===== src/sv/bfra_pkg.sv =====
// Shared constants and types for the best-fit range allocator.
// No dependencies.
package bfra_pkg;

  localparam int MAX_BLOCKS = 32;
  localparam int ADDR_BITS  = 32;
  localparam int IDX_W      = $clog2(MAX_BLOCKS);
  localparam int CNT_W      = $clog2(MAX_BLOCKS + 1);

  localparam logic [31:0] POOL_RESET = 32'd65536;

  localparam logic [1:0] OP_ALLOC = 2'd0;
  localparam logic [1:0] OP_FREE  = 2'd1;
  localparam logic [1:0] OP_INIT  = 2'd2;

  localparam logic [1:0] ST_OK     = 2'd0;
  localparam logic [1:0] ST_NOFIT  = 2'd1;
  localparam logic [1:0] ST_FULL   = 2'd2;
  localparam logic [1:0] ST_BADOFF = 2'd3;

  typedef struct packed {
    logic [ADDR_BITS-1:0] start;
    logic [ADDR_BITS-1:0] length;
    logic                 free;
  } entry_t;

  typedef struct packed {
    logic             en;
    logic [IDX_W-1:0] idx;
    entry_t           data;
  } tbl_wr_t;

endpackage


===== src/sv/bfra_table.sv =====
// Block table: one entry per contiguous range, one read and one write port.
// Depends on bfra_pkg.
module bfra_table (
  input  logic                      clk_i,
  input  logic                      rst_ni,
  input  logic [bfra_pkg::IDX_W-1:0] rd_idx_i,
  output bfra_pkg::entry_t          rd_entry_o,
  input  bfra_pkg::tbl_wr_t         wr_i
);
  import bfra_pkg::*;

  entry_t mem_q [MAX_BLOCKS];

  always_ff @(posedge clk_i or negedge rst_ni) begin
    if (!rst_ni) begin
      for (int k = 0; k < MAX_BLOCKS; k++) begin
        mem_q[k] <= '0;
      end
      mem_q[0] <= '{start: '0, length: ADDR_BITS'(POOL_RESET), free: 1'b1};
    end else if (wr_i.en) begin
      mem_q[wr_i.idx] <= wr_i.data;
    end
  end

  assign rd_entry_o = mem_q[rd_idx_i];

endmodule


===== config.mk =====
export PLATFORM = sky130hd
export DESIGN_NAME = bfra_table
export DESIGN_NICKNAME = d
export VERILOG_FILES = /design/src/sv/bfra_pkg.sv /design/src/sv/bfra_table.sv
export SDC_FILE = /design/constraint.sdc
export NUM_CORES = 2
export LEC_CHECK = 0
export ABC_AREA = 0
export ABC_CLOCK_PERIOD_IN_PS = 1580
export BUFFER_PORTS_ARGS = -buffer_cell sky130_fd_sc_hd__clkbuf_2
export CORE_MARGIN = 1
export CORE_UTILIZATION = 29
export CTS_CLUSTER_SIZE = 24
export DETAILED_ROUTE_END_ITERATION = 7
export PLACE_DENSITY = 0.41
export SYNTH_ARGS = -nofsm -noshare
export SYNTH_HDL_FRONTEND = slang
export SYNTH_SLANG_ARGS = --single-unit
export TNS_END_PERCENT = 20

===== constraint.sdc =====
create_clock -name clk_i -period 1.58 [get_ports clk_i]
set_clock_uncertainty 0.1 [all_clocks]
set_input_delay 0.158 -clock clk_i [delete_from_list [all_inputs] [get_ports clk_i]]
set_output_delay 0.158 -clock clk_i [all_outputs]
set_load 0.03 [all_outputs]

Yosys cells after proc, flatten, opt, wreduce, memory -nomap -nowiden
Index checks and enable logic that the tools add are counted.
{ "totals": {"register_bits": 2080, "in_bits": 78, "output_inout_bits": 65, "elab_cells": 108} }
{ "op_classes": {"order_cmp": 3, "n_mux": 6, "n_bitwise": 2, "reduce_logical": 1} }
{ "op_table": {"columns": ["cell", "count"], "rows": [
  ["2080-bit bitwise mux", 1],
  ["65-bit binary-select mux with 5-bit select", 1],
  ["65-bit demux with 5-bit select", 1],
  ["65-bit 2-to-1 mux", 3],
  ["6-bit greater-or-equal comparator (second input constant)", 2],
  ["5-bit NOT with 6-bit output", 2],
  ["6-bit by 1-bit less-than comparator with 1-bit output (second input constant)", 1],
  ["1-bit logical AND", 1]
]} }

Depth between registers and ports, before layout
{ "depth": {"ltp_word": 6, "mapped_depth": 8, "mapped_depth_nobuf": 5} }

Least setup slack after synthesis
No wires, ideal clock.
{ "synth_timing": {"kind": "input to output", "start": "input rd_idx_i[1] (netlist name)", "end": "output rd_entry_o[21] (netlist name)", "arrival_ps": 2092, "t_required_ps": 1322, "path_slack_ps": -770, "cell_stages": 7, "path_buffers": 4, "path_cell_list": "buf_4 -> buf_2 -> nand2b_1 -> clkbuf_2 -> buf_1 -> o22ai_1 -> nor4_1"} }
{ "synth_lines": {"columns": ["element", "line_no", "rtl"], "rows": [
  ["start: declaration", "bfra_table.sv:6", "input logic [bfra_pkg::IDX_W-1:0] rd_idx_i,"],
  ["end: declaration", "bfra_table.sv:7", "output bfra_pkg::entry_t rd_entry_o,"]
]} }

==> flow_summary.ini <==
[grt]
grt_pass1_wl_mm = 471
grt_pass1_vias = 59964
grt_max_degree = 53
grt_overflow = 0
antenna_found_initial = 27
gr-usage-all-layers_pct = 20.3

[worst_setup_path]
crit_type = reg -> out
startpoint_type = flip-flop
required_ps = 1320
arrival_ps = 2770
crit_fanout = 2
setup.worst_path.end_class = output pin

[route]
vias = 54841
wl_per_cell_microns = 30.0
drt_iter0_drc = 2888
drt.antenna.violating_nets = 0
top_layer = met5
wl_met3_mm = 9.74
viasPerCell = 5.06
first_pass_iters = 5
met1_length_mm = 155
routed_wl_mm = 325
dr_wl_met2_mm = 154
drc = 0

[sta]
report.final.setup_viol = 66
post-route-period-util_pct = 192
final_hold_viol_count = 0
hold_slack_ps = 56.0
fmax_mhz = 330
fin_setup_tns_ps = -69840
rsz0062_at_grt = yes
relSlewSlack_pct = 45.7
period_minus_slack_ps = 3030
drv_slew = 0
timing.final.ws_setup_ps = -1450
tightest_slew_ps = 815

[yosys]
synth_cells = 5769
muxShareOfSynthArea_pct = 37.7
synth_top_family_by_area = multiplexers
synth-seq-cells = 2080
ys_async_sr_fraction_pct = 100
synthAdderAreaFrac_pct = 0
yosysWarnings = 0
synth_cell_types = 41
syn_area_sq_mm = 0.0929
synthFlopType = dfrtp_1
synth-simple-area-share_pct = 1.05
synth_compound_area_share_pct = 2.02
syn_nets = 5847
synth-edff-count = 0
syn_area_per_cell_sq_um = 16.1
synth-xor-area-share_pct = 0
seq_area_frac_synth_pct = 56.0

[floorplanning]
core_sq_mm = 0.318
die_area_sq_mm = 0.323
fp.dieW_microns = 568
num_rows = 207
boundaryPins = 143
die_h_microns = 568
initial_core_util_pct = 29.2

[power_and_ir_drop]
powerDensity_mw_per_mm2 = 1280
leakage_nw = 52.4
total_power_mw = 152
ir_drop_v = 0.00102

[clocking]
root_buffer = clkbuf_16
cts_num_sinks = 2080
ctsLongestPathBuffers = 4
insertion_delay_ps = 920
cts_buffers = 238
cts_tree = done
h-tree-depth = 4
clk_pin_slew_worst_paths_ps = 60

[finish]
regMostFlops = mem_q
layout-drive-gt1-share_pct = 63.1
multiInputGateArea_sq_mm = 0.0404
largest_reg_flops = 2080
nNetsFinal = 6531
reg_top3 = mem_q (2080)
fillerInstances = 29780
areaGrowthSynthToFinish_pct = 27.9
regArea_sq_mm = 0.0521

[place]
place_congestion = 0.771
io_buffer_count = 142
dp_hpwl_mm = 223

[outcome]
status = finished with violations
violations = negative setup slack

[min_path]
hold_class = in -> reg

[run]
drv_cap = 0
## layout by cell type (no fill, tap or decap), types with 3 or more instances in the layout
cell and count:
mux2_2 2080, dfrtp_1 2078, mux4_2 480, buf_4 424, buf_12 408, clkbuf_16 241
clkbuf_8 108, o22ai_2 102, mux2i_1 79, clkbuf_2 73, dlygate4sd3_1 70, clkbuf_1 61
a22oi_1 50, nor4_4 45, o22ai_4 44, o22ai_1 39, a22oi_2 33, clkinv_2 30
buf_6 24, nand3_1 20, nand4_1 17, nor2_4 17, nand2_4 17, bufinv_16 10
diode_2 9, nand3b_1 8, nand2_1 7, nand2_2 4, inv_16 4, buf_8 4
and2_1 3, nor2_1 3, or2_2 3, inv_6 3
## area by class of cell
| cell class | count | area share [%] |
|---|---|---|
| clock inverter | 53 | 0.559 |
| multi-input combinational | 3093 | 34.0 |
| tap | 4180 | 4.40 |
| timing repair buffer | 1040 | 11.2 |
| antenna | 9 | 0.0189 |
| sequential | 2080 | 43.8 |
| clock buffer | 374 | 6.09 |
## critical path: stages (launching register included)
cell and delay (ps):
dfrtp_1 370, mux4_2 470, a22oi_2 240, nand4_1 430
clkbuf_8 330
## kinds of logic (layout without fill, tap and decap cells)
| kind of cell | count (synthesis) | after routing |
|---|---|---|
| multiplexers | 2640 | 2640 |
| flip-flops | 2080 | 2080 |
| buffers and inverters | 596 | 1467 |
| AO/OA/AOI/OAI | 280 | 280 |
| AND/OR/NAND/NOR | 173 | 173 |
| other | 0 | 9 |
## worst paths after layout
path	startpoint	endpoint	slack, ps	cells past startpoint
setup / recovery	mem_q[1575]$_DFFE_PN0P_	rd_entry_o[15]	-1450	4
hold / removal	wr_i[69]	mem_q[1951]$_DFFE_PN0P_	60	7
setup reg to reg	mem_q[361]$_DFFE_PN0P_	mem_q[361]$_DFFE_PN0P_	480	3
hold reg to reg	mem_q[1776]$_DFFE_PN0P_	mem_q[1776]$_DFFE_PN0P_	400	1
max in group asynchronous	rst_ni	mem_q[427]$_DFFE_PN0P_	100	7
min in group asynchronous	rst_ni	mem_q[839]$_DFFE_PN0P_	350	4
## cells in the mapped netlist, types with 4 or more instances
| master | n | share of area [%] |
|---|---|---|
| nand2b_1 | 4 | 0.027 |
| buf_4 | 85 | 0.69 |
| nand2_1 | 28 | 0.11 |
| o22ai_1 | 185 | 1.2 |
| mux2_2 | 2080 | 25 |
| nand3_1 | 21 | 0.11 |
| buf_2 | 222 | 1.2 |
| clkbuf_1 | 265 | 1.1 |
| and2_1 | 4 | 0.027 |
| buf_6 | 19 | 0.23 |
| dfrtp_1 | 2078 | 56 |
| or2_2 | 4 | 0.027 |
| nor2b_1 | 6 | 0.040 |
| nor2_1 | 21 | 0.085 |
| nor4_1 | 44 | 0.30 |
| a22oi_1 | 83 | 0.67 |
| mux4_2 | 480 | 12 |
| mux2i_1 | 80 | 0.86 |
| nand4_1 | 17 | 0.11 |
| nand3b_1 | 8 | 0.065 |
## repair_timing
item	in CTS	in global routing
resized for setup	224	163
hold buffers	71	1
pin swaps	46	75
hold endpoints to repair	4132	5
cloned	0	0
setup endpoints to repair	65	580
setup buffers	1	12
## per-stage QoR
step / area [sq um] / setup slack, ps / util [%] / instances
finish: 119000 / -1450 / 37.3 / 10829
CTS: 118000 / -1600 / 37.1 / 10838
global route: 119000 / -1540 / 37.3 / 10824
detailed placement: 108000 / -1100 / 34.1 / 10341
global placement: 108000 / -1130 / 34.1 / 10341
floorplan: 94000 / -215 / - / 5769
## routing by layer
| metal | global-route usage (%) | vias to the layer above |
|---|---|---|
| met5 | 0 | - |
| met4 | 4.04 | 6 |
| met3 | 2.29 | 353 |
| met2 | 32.8 | 816 |
| met1 | 29.3 | 30572 |
| li1 | - | 23094 |
## power by group
part / leakage, nW / switching [mW] / total, mW / internal [mW]
Clock: 3.90 / 23.3 / 56.2 / 32.9
Sequential: 26.6 / 5.00 / 68.7 / 63.7
Combinational: 21.9 / 10.9 / 26.8 / 15.9
Total: 52.4 / 39.2 / 152 / 112
(Power assumes the default switching activity.)
